File: config.mk
export PLATFORM = sky130hd
export DESIGN_NAME = icpm_sqrt
export DESIGN_NICKNAME = d
export VERILOG_FILES = /design/src/rtl/core/icpm_pkg.sv /design/src/rtl/core/icpm_sqrt.sv
export SDC_FILE = /design/constraint.sdc
export NUM_CORES = 1
export LEC_CHECK = 0
export ABC_AREA = 1
export BUFFER_PORTS_ARGS = -buffer_cell sky130_fd_sc_hd__buf_2
export CAP_MARGIN = 40
export CORE_UTILIZATION = 27
export DETAILED_ROUTE_END_ITERATION = 12
export PLACE_DENSITY = 0.52
export SLEW_MARGIN = 20
export SYNTH_ARGS = -nofsm -noshare
export SYNTH_HDL_FRONTEND = slang
export SYNTH_SLANG_ARGS = --single-unit
File: constraint.sdc
create_clock -name clk -period 2.8 [get_ports clk]
set_input_delay 0.42 -clock clk [delete_from_list [all_inputs] [get_ports clk]]
set_output_delay 0.42 -clock clk [all_outputs]
set_load 0.02 [all_outputs]
File: src/rtl/core/icpm_pkg.sv
// shared constants, types and functions of the iteration count palette mapper
package icpm_pkg;

    localparam int FRAC_BITS   = 16;
    localparam int T_W         = FRAC_BITS + 1;
    localparam int COUNT_W     = 16;
    localparam int NUM_W       = COUNT_W + FRAC_BITS;
    localparam int DIV_STEPS   = T_W;
    localparam int SQ_STEPS    = T_W;
    localparam int SQ_BITS_W   = 2 * SQ_STEPS;
    localparam int SQ_REM_W    = T_W + 2;
    localparam int WAVE_DEPTH  = 1024;
    localparam int WAVE_IDX_W  = $clog2(WAVE_DEPTH);
    localparam int CFG_ADDR_W  = 3;
    localparam int CFG_DATA_W  = 16;

    localparam logic [1:0] MODE_FIRE    = 2'd0;
    localparam logic [1:0] MODE_STRIPES = 2'd1;
    localparam logic [1:0] MODE_SMOOTH  = 2'd2;
    localparam logic [1:0] MODE_CLASSIC = 2'd3;

    localparam logic [CFG_ADDR_W-1:0] REG_MODE  = 3'd0;
    localparam logic [CFG_ADDR_W-1:0] REG_LIMIT = 3'd1;
    localparam logic [CFG_ADDR_W-1:0] REG_RED   = 3'd2;
    localparam logic [CFG_ADDR_W-1:0] REG_GREEN = 3'd3;
    localparam logic [CFG_ADDR_W-1:0] REG_BLUE  = 3'd4;

    localparam logic [63:0] Q30_ONE     = 64'd1073741824;
    localparam logic [63:0] Q30_PI      = 64'd3373259426;
    localparam logic [63:0] Q30_HALF_PI = 64'd1686629713;
    localparam logic [63:0] Q30_TWO_PI  = 64'd6746518852;
    localparam logic [63:0] SINE_DIV [6] = '{64'd156, 64'd110, 64'd72, 64'd42, 64'd20, 64'd6};

    typedef logic [7:0] wave_t [WAVE_DEPTH];

    // grey level table for one sine period, built at elaboration
    function automatic wave_t build_wave();
        wave_t w;
        logic [63:0] a;
        logic [63:0] sq;
        logic [63:0] h;
        logic [63:0] s;
        logic [63:0] level;
        logic neg;
        for (int k = 0; k < WAVE_DEPTH; k++)
        begin
            a = (64'(k) * Q30_TWO_PI) / WAVE_DEPTH;
            neg = 1'b0;
            if (a > Q30_PI)
            begin
                neg = 1'b1;
                a = a - Q30_PI;
            end
            if (a > Q30_HALF_PI)
                a = Q30_PI - a;
            sq = (a * a) >> 30;
            h = Q30_ONE;
            for (int i = 0; i < 6; i++)
                h = Q30_ONE - ((sq * h) >> 30) / SINE_DIV[i];
            s = (a * h) >> 30;
            if (s > Q30_ONE)
                s = Q30_ONE;
            level = (64'd255 * (neg ? Q30_ONE - s : Q30_ONE + s)) >> 31;
            w[k] = (level > 64'd255) ? 8'hff : level[7:0];
        end
        return w;
    endfunction

    // floor(x / 255) for x below 65280
    function automatic logic [7:0] div255(input logic [15:0] x);
        logic [16:0] s;
        s = {1'b0, x} + 17'd1 + {9'd0, x[15:8]};
        return s[15:8];
    endfunction

    function automatic logic [7:0] clamp8(input logic [12:0] x);
        return (x > 13'd255) ? 8'hff : x[7:0];
    endfunction

endpackage

File: src/rtl/core/icpm_sqrt.sv
// pipelined digit-by-digit square root of t scaled by 2^16
module icpm_sqrt
    import icpm_pkg::*;
(
    input  logic             clk,
    input  logic             rst_n,
    input  logic             en,
    input  logic             in_valid,
    input  logic [T_W-1:0]   in_t,
    input  logic             in_eq,
    output logic             out_valid,
    output logic [T_W-1:0]   out_t,
    output logic [T_W-1:0]   out_root,
    output logic             out_eq
);

    logic                 vld_reg  [SQ_STEPS];
    logic                 eq_reg   [SQ_STEPS];
    logic [T_W-1:0]       t_reg    [SQ_STEPS];
    logic [SQ_REM_W-1:0]  rem_reg  [SQ_STEPS];
    logic [T_W-1:0]       root_reg [SQ_STEPS];
    logic [SQ_BITS_W-1:0] bits_reg [SQ_STEPS];

    logic [SQ_REM_W-1:0]  rem_in   [SQ_STEPS];
    logic [T_W-1:0]       root_in  [SQ_STEPS];
    logic [SQ_BITS_W-1:0] bits_in  [SQ_STEPS];
    logic [SQ_REM_W+1:0]  part     [SQ_STEPS];
    logic [SQ_REM_W+1:0]  test     [SQ_STEPS];
    logic                 ge       [SQ_STEPS];

    always_comb
    begin
        for (int k = 0; k < SQ_STEPS; k++)
        begin
            if (k == 0)
            begin
                rem_in[k]  = '0;
                root_in[k] = '0;
                bits_in[k] = SQ_BITS_W'({in_t, {FRAC_BITS{1'b0}}});
            end
            else
            begin
                rem_in[k]  = rem_reg[k-1];
                root_in[k] = root_reg[k-1];
                bits_in[k] = bits_reg[k-1];
            end
            part[k] = {rem_in[k], bits_in[k][SQ_BITS_W-1:SQ_BITS_W-2]};
            test[k] = (SQ_REM_W+2)'({root_in[k], 2'b01});
            ge[k]   = part[k] >= test[k];
        end
    end

    always_ff @(posedge clk or negedge rst_n)
    begin
        if (!rst_n)
        begin
            for (int k = 0; k < SQ_STEPS; k++)
                vld_reg[k] <= 1'b0;
        end
        else if (en)
        begin
            vld_reg[0] <= in_valid;
            for (int k = 1; k < SQ_STEPS; k++)
                vld_reg[k] <= vld_reg[k-1];
        end
    end

    always_ff @(posedge clk)
    begin
        if (en)
        begin
            for (int k = 0; k < SQ_STEPS; k++)
            begin
                rem_reg[k]  <= ge[k] ? SQ_REM_W'(part[k] - test[k]) : SQ_REM_W'(part[k]);
                root_reg[k] <= {root_in[k][T_W-2:0], ge[k]};
                bits_reg[k] <= {bits_in[k][SQ_BITS_W-3:0], 2'b00};
                t_reg[k]    <= (k == 0) ? in_t : t_reg[k == 0 ? 0 : k-1];
                eq_reg[k]   <= (k == 0) ? in_eq : eq_reg[k == 0 ? 0 : k-1];
            end
        end
    end

    assign out_valid = vld_reg[SQ_STEPS-1];
    assign out_t     = t_reg[SQ_STEPS-1];
    assign out_root  = root_reg[SQ_STEPS-1];
    assign out_eq    = eq_reg[SQ_STEPS-1];

endmodule

==> results.md <==
* Status: complete, no violations
* Critical path peak fanout at 3
* Synth top area share at 0.5923
* Unrepaired setup endpoints after global routing: no
* PwrDens at 689.2 nW/um2
* Area Growth Syn to Fin at 15.25%
* Maximum vdd drop at about 0.46 mV
* # Post-CTS Setup Buffers at 0
* Arr. time, crit path at 2.94 ns
* Wire per inst at around 14 um
* Antenna Violating Nets Remaining at 0
* Reg2Reg Depth at 11
* Fin. Hold Viols at 0
* Clock Tree Root: clkbuf_16
* I/O Buffers at 57
* Cell taking the most area after synthesis: edfxtp_1
* Met2 WL post-DR at 36.01 mm
* Vias per cell at around 4.3
* Seq pwr share at 0.483
* Total core area at about 130000 um2
* Hold crit path type: in2reg
* P_leak at 17.67 nW
* #FFs+latches synth at 730
* Fmax at 0.4043 GHz
* Initial Utilization at 0.2736
* Antenna Cells at 0
* DRT Wirelength at 76.91 mm
* CTS Buffer Depth at 3
* Warning count from the yosys run at 0
* Clock power frac at 0.362
* Post-synthesis area per instance at 10.06 um2
* Clk_skew at 0.02969 ns
* IO Count at 58
* HPWL Detailed at between 50 and 60 mm
* DRC viols at 0
* Slew of the pin with the lowest slew margin at 0.6187 ns
* Uppermost layer routed: met4
* First-pass GRT wire length at about 130 mm
* Initial antenna violation count at 2
* CP Capture Type: flop
* Row cnt at roughly 130
* CTS tree: done
* Cell variety after synth at 56
* Number of global-route vias before repair at 23620
* Internal Power at between 0.02 and 0.025 W
* Fin. max-slew vios at 0
* Largest cells by area after synthesis: edfxtp_1, nand2_1, inv_1
* Hold Slack at 0.1507 ns
* EDFF count, synth at 713
* Die area at about 140000 um2
* Psw at 0.007940 W
* Metal3 WL at 2.894 mm
* Synth Net Count at 3778
* Total negative slack at 0 ns
* Die extent in y at 367.9 um
* CP Class: reg2reg
* Drt first pass iters at 6
* Layout cells sized above 1 at 0.08529
* Die W at 367.9 um
* Number of flip-flops in the largest register at 280
* Ys async rst share at 0.02329
* Max H-tree Level at 3
* Nets at approximately 4000
* Routability cong. at between 0.8 and 0.9
* Number of DRC markers in iteration 0 at 1501
* CP startpoint kind: flop
* Congestion Overflow GR at 0
* Clock-pin slew on the worst setup and hold paths at 0.06 ns
* Core Util, Final at 0.3153
* GRT Total Usage at 0.1151
* Hold Crit Depth at 1
* Final setup fails at 0
* Resize count post-CTS at 0
* Combinational Power Share at 0.155
* Top FF cell, synth: edfxtp_1
* Clk_lat worst skew at 0.66 ns
* Sink Count at 730
* Seq/Total Area, Yosys at 0.6041
* Tmin final at roughly 2.5 ns
* Vias after detailed routing at 23790
* CTS Buf Count at 81
* Slew headroom at 0.5875
* Max Cap Viol at 0
* Sw Share at 0.2765
* WP data required at 3.26 ns
* DRT met1 WL at approximately 36 mm
* Area of the mapped netlist at 36150 um2
* Largest net degree at the start of global routing at 101
* Tcrit/Tclk final at 0.8833
* Syn Inst Count at 3594
[cells in the final DEF (no fill, tap or decap), drive strengths merged, types with 2 or more instances in the layout]
cell         count
clkinv          32
nor4             3
nand3          252
o21bai           6
bufinv           5
dfrtp           17
inv            575
nand3b          23
nor3b            2
nand4           41
buf            107
or2              7
edfxtp         713
xor2            61
a21boi           4
clkbuf          98
o21ai          146
xnor2           45
o211ai           2
nor3            46
and2             5
dlygate4sd3     20
nor2           294
nand2          995
clkinvlp         3
fa               7
and3             6
ha             155
a21o             2
a21oi          157
[routing by layer]
layer,up-vias,global-route usage
li1,12310,-
met5,-,0
met3,114,0.02240
met2,373,0.1907
met4,0,0.03471
met1,11000,0.1511
[worst max-delay path: stages (launching register included)]
cell	delay, ns
edfxtp_1	0.47
inv_1	0.09
ha_1	0.17
inv_1	0.06
fa_1	0.42
o21ai_0	0.42
nand2_1	0.09
nand2_1	0.16
nand2_1	0.10
nand2_1	0.08
nand2_1	0.05
a21oi_1	0.18
[power groups by stage]
| stage | registers, W | logic (W) | clock network [W] |
|---|---|---|---|
| after global routing | 0.0140 | 0.00515 | 0.0112 |
| after detailed placement | 0.0141 | 0.00444 | 0 |
| after floorplan | 0.0138 | 0.00319 | 0 |
| after CTS | 0.0139 | 0.00449 | 0.0108 |
| final | 0.0139 | 0.00445 | 0.0104 |
| after global placement | 0.0141 | 0.00443 | 0 |
[final cells by class]
cell class | instances | area [um2]
fill | 13570 | 90470
sequential | 730 | 21840
multi-input combinational | 2264 | 11930
tap | 1755 | 2196
clock buffer | 98 | 2142
inverter | 567 | 2133
timing repair buffer | 127 | 983.4
clock inverter | 48 | 442.9
[cell usage after synthesis, types with 2 or more instances]
library cell / count
nand2_4: 3
nand3_1: 248
or2_2: 5
o211ai_1: 2
nor3b_1: 2
ha_1: 155
nand3b_1: 22
inv_1: 557
o21ai_1: 23
nor2_4: 4
inv_2: 9
nor3_1: 41
o21ai_2: 15
nor3_2: 4
nand3_2: 3
o21bai_1: 6
a21oi_1: 141
and2_1: 5
buf_4: 6
edfxtp_1: 713
nand2_1: 973
a21boi_0: 2
nor2_2: 8
nand4_1: 40
o21ai_0: 108
and3_1: 6
buf_6: 10
a21o_1: 2
dfrtp_1: 17
xor2_1: 61
nor2_1: 282
a21oi_2: 15
buf_2: 11
nand2_2: 19
clkbuf_1: 5
fa_1: 7
xnor2_1: 45
[repair_timing]
item / CTS / global route
hold buffers: 20 / 0
setup endpoints to repair: 0 / 0
hold endpoints to repair: 36 / 0
[through the flow]
stage,power (W),cell area (um2),worst slack (ns),cells
floorplan,0.01704,36150,0.7544,3594
global placement,0.01855,38870,0.3337,5423
detailed placement,0.01856,38870,0.3726,5423
CTS,0.02919,41660,0.3559,5589
global route,0.03037,41660,0.1265,5589
finish,0.02871,41660,0.3266,5589
[kinds of logic after synthesis]
kind of cell	count (synthesis)	share of synthesized area
flip-flops	730	0.6041
other	1	0.0001037
multiplexers	1	0.0003115
adder cells (fa/ha/maj)	162	0.05753
buffers and inverters	600	0.06597
AO/OA/AOI/OAI	319	0.04905
AND/OR/NAND/NOR	1675	0.1973
XOR/XNOR	106	0.02568
[worst paths after layout]
| check | startpoint | to | slack (ns) |
|---|---|---|---|
| worst max-delay path | root_reg[0][170] | rem_reg[0][225] | 0.33 |
| worst min-delay path | en | t_reg[0][17] | 0.15 |
| worst max register to register | root_reg[0][170] | rem_reg[0][225] | 0.33 |
| worst min register to register | t_reg[5][14] | t_reg[5][31] | 0.40 |
| max in group asynchronous | rst_n | vld_reg[5] | 2.21 |
| min in group asynchronous | rst_n | vld_reg[16] | 0.28 |
Note: power is estimated with default switching activity, not from simulation.
