--- src/rtl/core/icpm_pkg.sv ---
// shared constants, types and functions of the iteration count palette mapper
package icpm_pkg;

    localparam int FRAC_BITS   = 16;
    localparam int T_W         = FRAC_BITS + 1;
    localparam int COUNT_W     = 16;
    localparam int NUM_W       = COUNT_W + FRAC_BITS;
    localparam int DIV_STEPS   = T_W;
    localparam int SQ_STEPS    = T_W;
    localparam int SQ_BITS_W   = 2 * SQ_STEPS;
    localparam int SQ_REM_W    = T_W + 2;
    localparam int WAVE_DEPTH  = 1024;
    localparam int WAVE_IDX_W  = $clog2(WAVE_DEPTH);
    localparam int CFG_ADDR_W  = 3;
    localparam int CFG_DATA_W  = 16;

    localparam logic [1:0] MODE_FIRE    = 2'd0;
    localparam logic [1:0] MODE_STRIPES = 2'd1;
    localparam logic [1:0] MODE_SMOOTH  = 2'd2;
    localparam logic [1:0] MODE_CLASSIC = 2'd3;

    localparam logic [CFG_ADDR_W-1:0] REG_MODE  = 3'd0;
    localparam logic [CFG_ADDR_W-1:0] REG_LIMIT = 3'd1;
    localparam logic [CFG_ADDR_W-1:0] REG_RED   = 3'd2;
    localparam logic [CFG_ADDR_W-1:0] REG_GREEN = 3'd3;
    localparam logic [CFG_ADDR_W-1:0] REG_BLUE  = 3'd4;

    localparam logic [63:0] Q30_ONE     = 64'd1073741824;
    localparam logic [63:0] Q30_PI      = 64'd3373259426;
    localparam logic [63:0] Q30_HALF_PI = 64'd1686629713;
    localparam logic [63:0] Q30_TWO_PI  = 64'd6746518852;
    localparam logic [63:0] SINE_DIV [6] = '{64'd156, 64'd110, 64'd72, 64'd42, 64'd20, 64'd6};

    typedef logic [7:0] wave_t [WAVE_DEPTH];

    // grey level table for one sine period, built at elaboration
    function automatic wave_t build_wave();
        wave_t w;
        logic [63:0] a;
        logic [63:0] sq;
        logic [63:0] h;
        logic [63:0] s;
        logic [63:0] level;
        logic neg;
        for (int k = 0; k < WAVE_DEPTH; k++)
        begin
            a = (64'(k) * Q30_TWO_PI) / WAVE_DEPTH;
            neg = 1'b0;
            if (a > Q30_PI)
            begin
                neg = 1'b1;
                a = a - Q30_PI;
            end
            if (a > Q30_HALF_PI)
                a = Q30_PI - a;
            sq = (a * a) >> 30;
            h = Q30_ONE;
            for (int i = 0; i < 6; i++)
                h = Q30_ONE - ((sq * h) >> 30) / SINE_DIV[i];
            s = (a * h) >> 30;
            if (s > Q30_ONE)
                s = Q30_ONE;
            level = (64'd255 * (neg ? Q30_ONE - s : Q30_ONE + s)) >> 31;
            w[k] = (level > 64'd255) ? 8'hff : level[7:0];
        end
        return w;
    endfunction

    // floor(x / 255) for x below 65280
    function automatic logic [7:0] div255(input logic [15:0] x);
        logic [16:0] s;
        s = {1'b0, x} + 17'd1 + {9'd0, x[15:8]};
        return s[15:8];
    endfunction

    function automatic logic [7:0] clamp8(input logic [12:0] x);
        return (x > 13'd255) ? 8'hff : x[7:0];
    endfunction

endpackage

--- src/rtl/core/icpm_div.sv ---
// pipelined restoring divider, one quotient bit per stage
module icpm_div
    import icpm_pkg::*;
(
    input  logic                 clk,
    input  logic                 rst_n,
    input  logic                 en,
    input  logic                 in_valid,
    input  logic [NUM_W-1:0]     in_num,
    input  logic                 in_eq,
    input  logic [COUNT_W-1:0]   lim,
    output logic                 out_valid,
    output logic [T_W-1:0]       out_quo,
    output logic                 out_eq
);

    logic               vld_reg [DIV_STEPS+1];
    logic               eq_reg  [DIV_STEPS+1];
    logic [COUNT_W-1:0] rem_reg [DIV_STEPS+1];
    logic [T_W-1:0]     low_reg [DIV_STEPS+1];
    logic [T_W-1:0]     quo_reg [DIV_STEPS+1];

    logic [T_W-1:0]     trial   [DIV_STEPS+1];
    logic               ge      [DIV_STEPS+1];
    logic [COUNT_W-1:0] rem_next[DIV_STEPS+1];

    always_comb
    begin
        for (int k = 0; k <= DIV_STEPS; k++)
        begin
            trial[k]    = '0;
            ge[k]       = 1'b0;
            rem_next[k] = '0;
        end
        for (int k = 1; k <= DIV_STEPS; k++)
        begin
            trial[k] = {rem_reg[k-1], low_reg[k-1][T_W-1]};
            ge[k]    = trial[k] >= {1'b0, lim};
            rem_next[k] = ge[k] ? COUNT_W'(trial[k] - {1'b0, lim}) : trial[k][COUNT_W-1:0];
        end
    end

    always_ff @(posedge clk or negedge rst_n)
    begin
        if (!rst_n)
        begin
            for (int k = 0; k <= DIV_STEPS; k++)
                vld_reg[k] <= 1'b0;
        end
        else if (en)
        begin
            vld_reg[0] <= in_valid;
            for (int k = 1; k <= DIV_STEPS; k++)
                vld_reg[k] <= vld_reg[k-1];
        end
    end

    always_ff @(posedge clk)
    begin
        if (en)
        begin
            // quotient fits in T_W bits, so the top bits start as remainder
            rem_reg[0] <= {1'b0, in_num[NUM_W-1:T_W]};
            low_reg[0] <= in_num[T_W-1:0];
            quo_reg[0] <= '0;
            eq_reg[0]  <= in_eq;
            for (int k = 1; k <= DIV_STEPS; k++)
            begin
                rem_reg[k] <= rem_next[k];
                low_reg[k] <= {low_reg[k-1][T_W-2:0], 1'b0};
                quo_reg[k] <= {quo_reg[k-1][T_W-2:0], ge[k]};
                eq_reg[k]  <= eq_reg[k-1];
            end
        end
    end

    assign out_valid = vld_reg[DIV_STEPS];
    assign out_quo   = quo_reg[DIV_STEPS];
    assign out_eq    = eq_reg[DIV_STEPS];

endmodule

--- config.mk ---
export PLATFORM = sky130hd
export DESIGN_NAME = icpm_div
export DESIGN_NICKNAME = d
export VERILOG_FILES = /design/src/rtl/core/icpm_pkg.sv /design/src/rtl/core/icpm_div.sv
export SDC_FILE = /design/constraint.sdc
export NUM_CORES = 1
export LEC_CHECK = 0
export ABC_AREA = 1
export BUFFER_PORTS_ARGS = -buffer_cell sky130_fd_sc_hd__buf_2
export CORE_UTILIZATION = 27
export CTS_BUF_LIST = sky130_fd_sc_hd__clkbuf_4 sky130_fd_sc_hd__clkbuf_8
export DETAILED_ROUTE_END_ITERATION = 10
export PLACE_DENSITY = 0.46
export SYNTH_ARGS = -nofsm -noshare
export SYNTH_HDL_FRONTEND = slang
export SYNTH_SLANG_ARGS = --single-unit
export TNS_END_PERCENT = 50
--- constraint.sdc ---
create_clock -name clk -period 2.7 [get_ports clk]
set_input_delay 0 -clock clk [delete_from_list [all_inputs] [get_ports clk]]
set_output_delay 0 -clock clk [all_outputs]
set_load 0.01 [all_outputs]
==> results.yml <==
drt:
  drt_iter0_drc: 1933
  route.detailed.drc: 0
  postRouteAntennaNets: 0
  detail_route.wl_per_cell_um: 15.6
  dr_vias: 31951
  routed_wire_length_mm: 112
  avgViaCountPerCell: 4.43
  first_pass_iteration_count_of_the_detailed_router: 6
clocking:
  number_of_buffers_created_by_cts: 114
  postCtsSetupRepairBufs: 0
  cts.clk_slew.worst_paths_ns: 0.06
  cts.sink_count: 613
  cts_max_path_buffers: 3
  worstSkewPairLatency_ns: 0.85
  cts-htree-levels: 3
  root_buffer: "sky130_fd_sc_hd__clkbuf_8"
  clock_tree_from_tritoncts: "yes"
placed_design:
  portBuffers: 71
  gp_routability_congestion: 0.904
  place_area_sq_mm: 0.0427
  post-place-cells: 6918
  detailed_place_hpwl_mm: 81.5
worst_setup_path:
  critPathMaxFanout: 17
  worst_setup_path_start_kind: "flop"
  criticalPathCategory: "reg2reg"
  critical_path.most_common_cell: "sky130_fd_sc_hd__nand2_1"
  crit-reg2reg-capture: "rem_reg[11][14]"
  cp_top_family: "simple AND/OR/NAND/NOR gates"
  critPathBufInv: 1
  crit_path_start: "rem_reg[10][5]"
  ff2ff_setup_slack_ns: 0.25
  cp_slowest_cell: "sky130_fd_sc_hd__edfxtp_1"
  crit_path_arrival_time_ns: 3.04
  worst-endpoint-required_ns: 3.28
  critPathMaxStageDelay_ns: 0.45
  reg2reg_from: "rem_reg[10][5]"
  cp-end-kind: "flop"
  timing.critical_path.cells: "ha_1, nand2_1, nand2_1, nand2_1, nand2_1, inv_1, nand3_1, nand2_2, nand2_4, nand2_1, nand2_1"
  worstRegToRegCells: 11
grt:
  initial_antenna_violation_count: 4
  grt_usage_pct: 15.2
  grt_start_max_net_pins: 81
  first_global_vias: 30921
  global_route.overflow_total: 0
  grt_pass1_wl_mm: 175
sta:
  period_needed_ns: 2.45
  worst_clock_skew_ns: 0.0596
  finalCritPeriodShare_pct: 90.9
  rsz0062_at_grt: "no"
  timing.final.max_slew_violations: 0
  timing.fmax_mhz: 408
  worstMarginPinSlew_ns: 0.839
  fin_tns_setup_ns: 0
  slew_headroom_pct: 43.9
  finalSetupViolations: 0
  hold_viol_final: 0
floorplan:
  chipHeight_um: 385
  placeable_core_region_sq_mm: 0.146
  start_util_pct: 27.2
  floorplan.die.width_um: 385
  design.die.area_sq_mm: 0.148
  placement_rows: 140
  io-pin-count: 72
yosys:
  ys_ff_latch: 613
  synthDominantCellAreaShare_pct: 45.2
  number_of_enable_type_register_cells_in_the_synthesized_netlist: 595
  ys_seq_area_share_pct: 46.3
  synth_fp_nets: 5258
  netlist-cell-type-count: 41
  syn-cell-area_sq_mm: 0.0396
  yosysWarningCount: 0
  synth_common_cells: "1965 x sky130_fd_sc_hd__nand2_1, 787 x sky130_fd_sc_hd__inv_1, 595 x sky130_fd_sc_hd__edfxtp_1"
  yosys_most_used_dff: "sky130_fd_sc_hd__edfxtp_1"
  post-synth-top-count-cell: "sky130_fd_sc_hd__nand2_1"
  netlist_instances: 4917
  avgSynthCellArea_sq_um: 8.04
  async_reset_ff_share_pct: 2.94
  yosysTopAreaCell: "sky130_fd_sc_hd__edfxtp_1"
  synth_area_leaders: "sky130_fd_sc_hd__edfxtp_1 45%, sky130_fd_sc_hd__nand2_1 19%, sky130_fd_sc_hd__ha_1 8.6%"
hold_path:
  holdCritStartpoint: "lim[15]"
  timing.hold.worst_endpoint: "rem_reg[12][15]"
  hold_depth: 8
  hold_path_class: "in2reg"
finish:
  syn2layout_area_growth_pct: 15.7
  final_net_count: 5532
  largest_reg_flops: 271
  layout.cells.non_filler: 7206
  postLayoutCoreUtil_pct: 31.4
  finalInstanceArea_sq_mm: 0.0458
  drive_above_1_share_pct: 7.81
  fillCellCount: 15505
power_and_ir_drop:
  net-switching-power_mw: 20.6
  p_leak_nw: 22.6
  power.share.combinational_pct: 47.5
  power.switching_fraction_pct: 43.8
  internal-power_mw: 26.5
  seq_power_share_pct: 33.2
  share_clk_of_total_power_pct: 19.3
  peakVddDrop_v: 0.000372
  power_density_mw_per_mm2: 1030
run_status:
  run_status: "completed"
job:
  max_cap_violations: 0
## power groups by stage
stage	Clock, mW	Combinational [mW]	Sequential, mW
after floorplan	0	17.0	14.8
after global placement	0	22.1	15.9
after detailed placement	0	22.2	15.8
after CTS	9.59	22.4	15.7
after global routing	9.95	25.7	15.8
final	9.08	22.4	15.7
## layout by cell type (no fill, tap or decap), types with 13 or more instances in the layout
cell type,n
sky130_fd_sc_hd__and2_1,15
sky130_fd_sc_hd__nand2_1,1965
sky130_fd_sc_hd__ha_1,272
sky130_fd_sc_hd__nor2_4,13
sky130_fd_sc_hd__clkbuf_4,29
sky130_fd_sc_hd__clkbuf_8,119
sky130_fd_sc_hd__buf_2,70
sky130_fd_sc_hd__dfrtp_1,18
sky130_fd_sc_hd__nand2_4,13
sky130_fd_sc_hd__edfxtp_1,595
sky130_fd_sc_hd__clkinv_2,21
sky130_fd_sc_hd__nand2_2,17
sky130_fd_sc_hd__nand4_1,79
sky130_fd_sc_hd__buf_4,48
sky130_fd_sc_hd__dlygate4sd3_1,74
sky130_fd_sc_hd__xor2_1,78
sky130_fd_sc_hd__nor2_1,211
sky130_fd_sc_hd__nand3b_1,35
sky130_fd_sc_hd__clkinv_1,28
sky130_fd_sc_hd__a21oi_1,155
sky130_fd_sc_hd__o21ai_0,20
sky130_fd_sc_hd__nor3_1,48
sky130_fd_sc_hd__fa_1,16
sky130_fd_sc_hd__inv_1,787
sky130_fd_sc_hd__buf_12,27
sky130_fd_sc_hd__nand3_1,420
sky130_fd_sc_hd__xnor2_1,22
## worst max path at each step
stage,endpoint,cells past startpoint
3_3_place_gp,rem_reg[11][7],11
3_5_place_dp,rem_reg[11][14],10
2_1_floorplan,rem_reg[3][8],10
4_1_cts,rem_reg[11][14],11
5_1_grt,rem_reg[11][14],11
6_report,rem_reg[11][14],11
## layout make-up
| type | instances | area (sq um) | share of cell area [%] |
|---|---|---|---|
| Timing Repair Buffer | 220 | 2010 | 4.39 |
| Clock buffer | 148 | 1860 | 4.06 |
| Tap cell | 1917 | 2400 | 5.24 |
| Inverter | 793 | 2980 | 6.51 |
| Multi-Input combinational cell | 3449 | 17800 | 38.9 |
| Clock inverter | 62 | 405 | 0.886 |
| Antenna cell | 4 | 10.0 | 0.0219 |
| Sequential cell | 613 | 18300 | 40.0 |
## what timing repair did
action	CTS	global route
hold buffers	74	0
endpoints found under the hold margin	644	0
gates resized for setup	0	0
## metrics by stage
step	total power, mW	hold WS, ns	setup WS, ns
after floorplan	31.9	-0.296	0.817
after global placement	38.1	-0.0417	0.244
after CTS	47.7	0.0423	0.241
after global routing	51.5	0.0798	0.0604
final	47.1	0.135	0.246
after detailed placement	38.0	-0.0362	0.246
## logic make-up (layout without fill, tap and decap cells)
family | count (synthesis) | count (layout) | synth area share, %
compound gates | 201 | 201 | 2.69
xor+xnor | 100 | 100 | 2.21
fa+ha+maj | 288 | 288 | 9.41
buf+inv | 855 | 1223 | 8.73
flops | 613 | 613 | 46.3
other cells | 0 | 4 | 0
simple gates | 2860 | 2860 | 30.6
## worst min-delay path, delay by kind of cell
family	cells	cell delay, ns
simple gates	4	0.23
buf+inv	3	0.41
fa+ha+maj	1	0.20
## metal layers
metal	track usage (%)	up-vias	part of all wire, %
met2	25.3	654	46
li1	-	16463	-
met4	5.09	0	3.1
met3	2.48	205	4.4
met5	0	-	0
met1	20.1	14629	47
(Power assumes the default switching activity.)
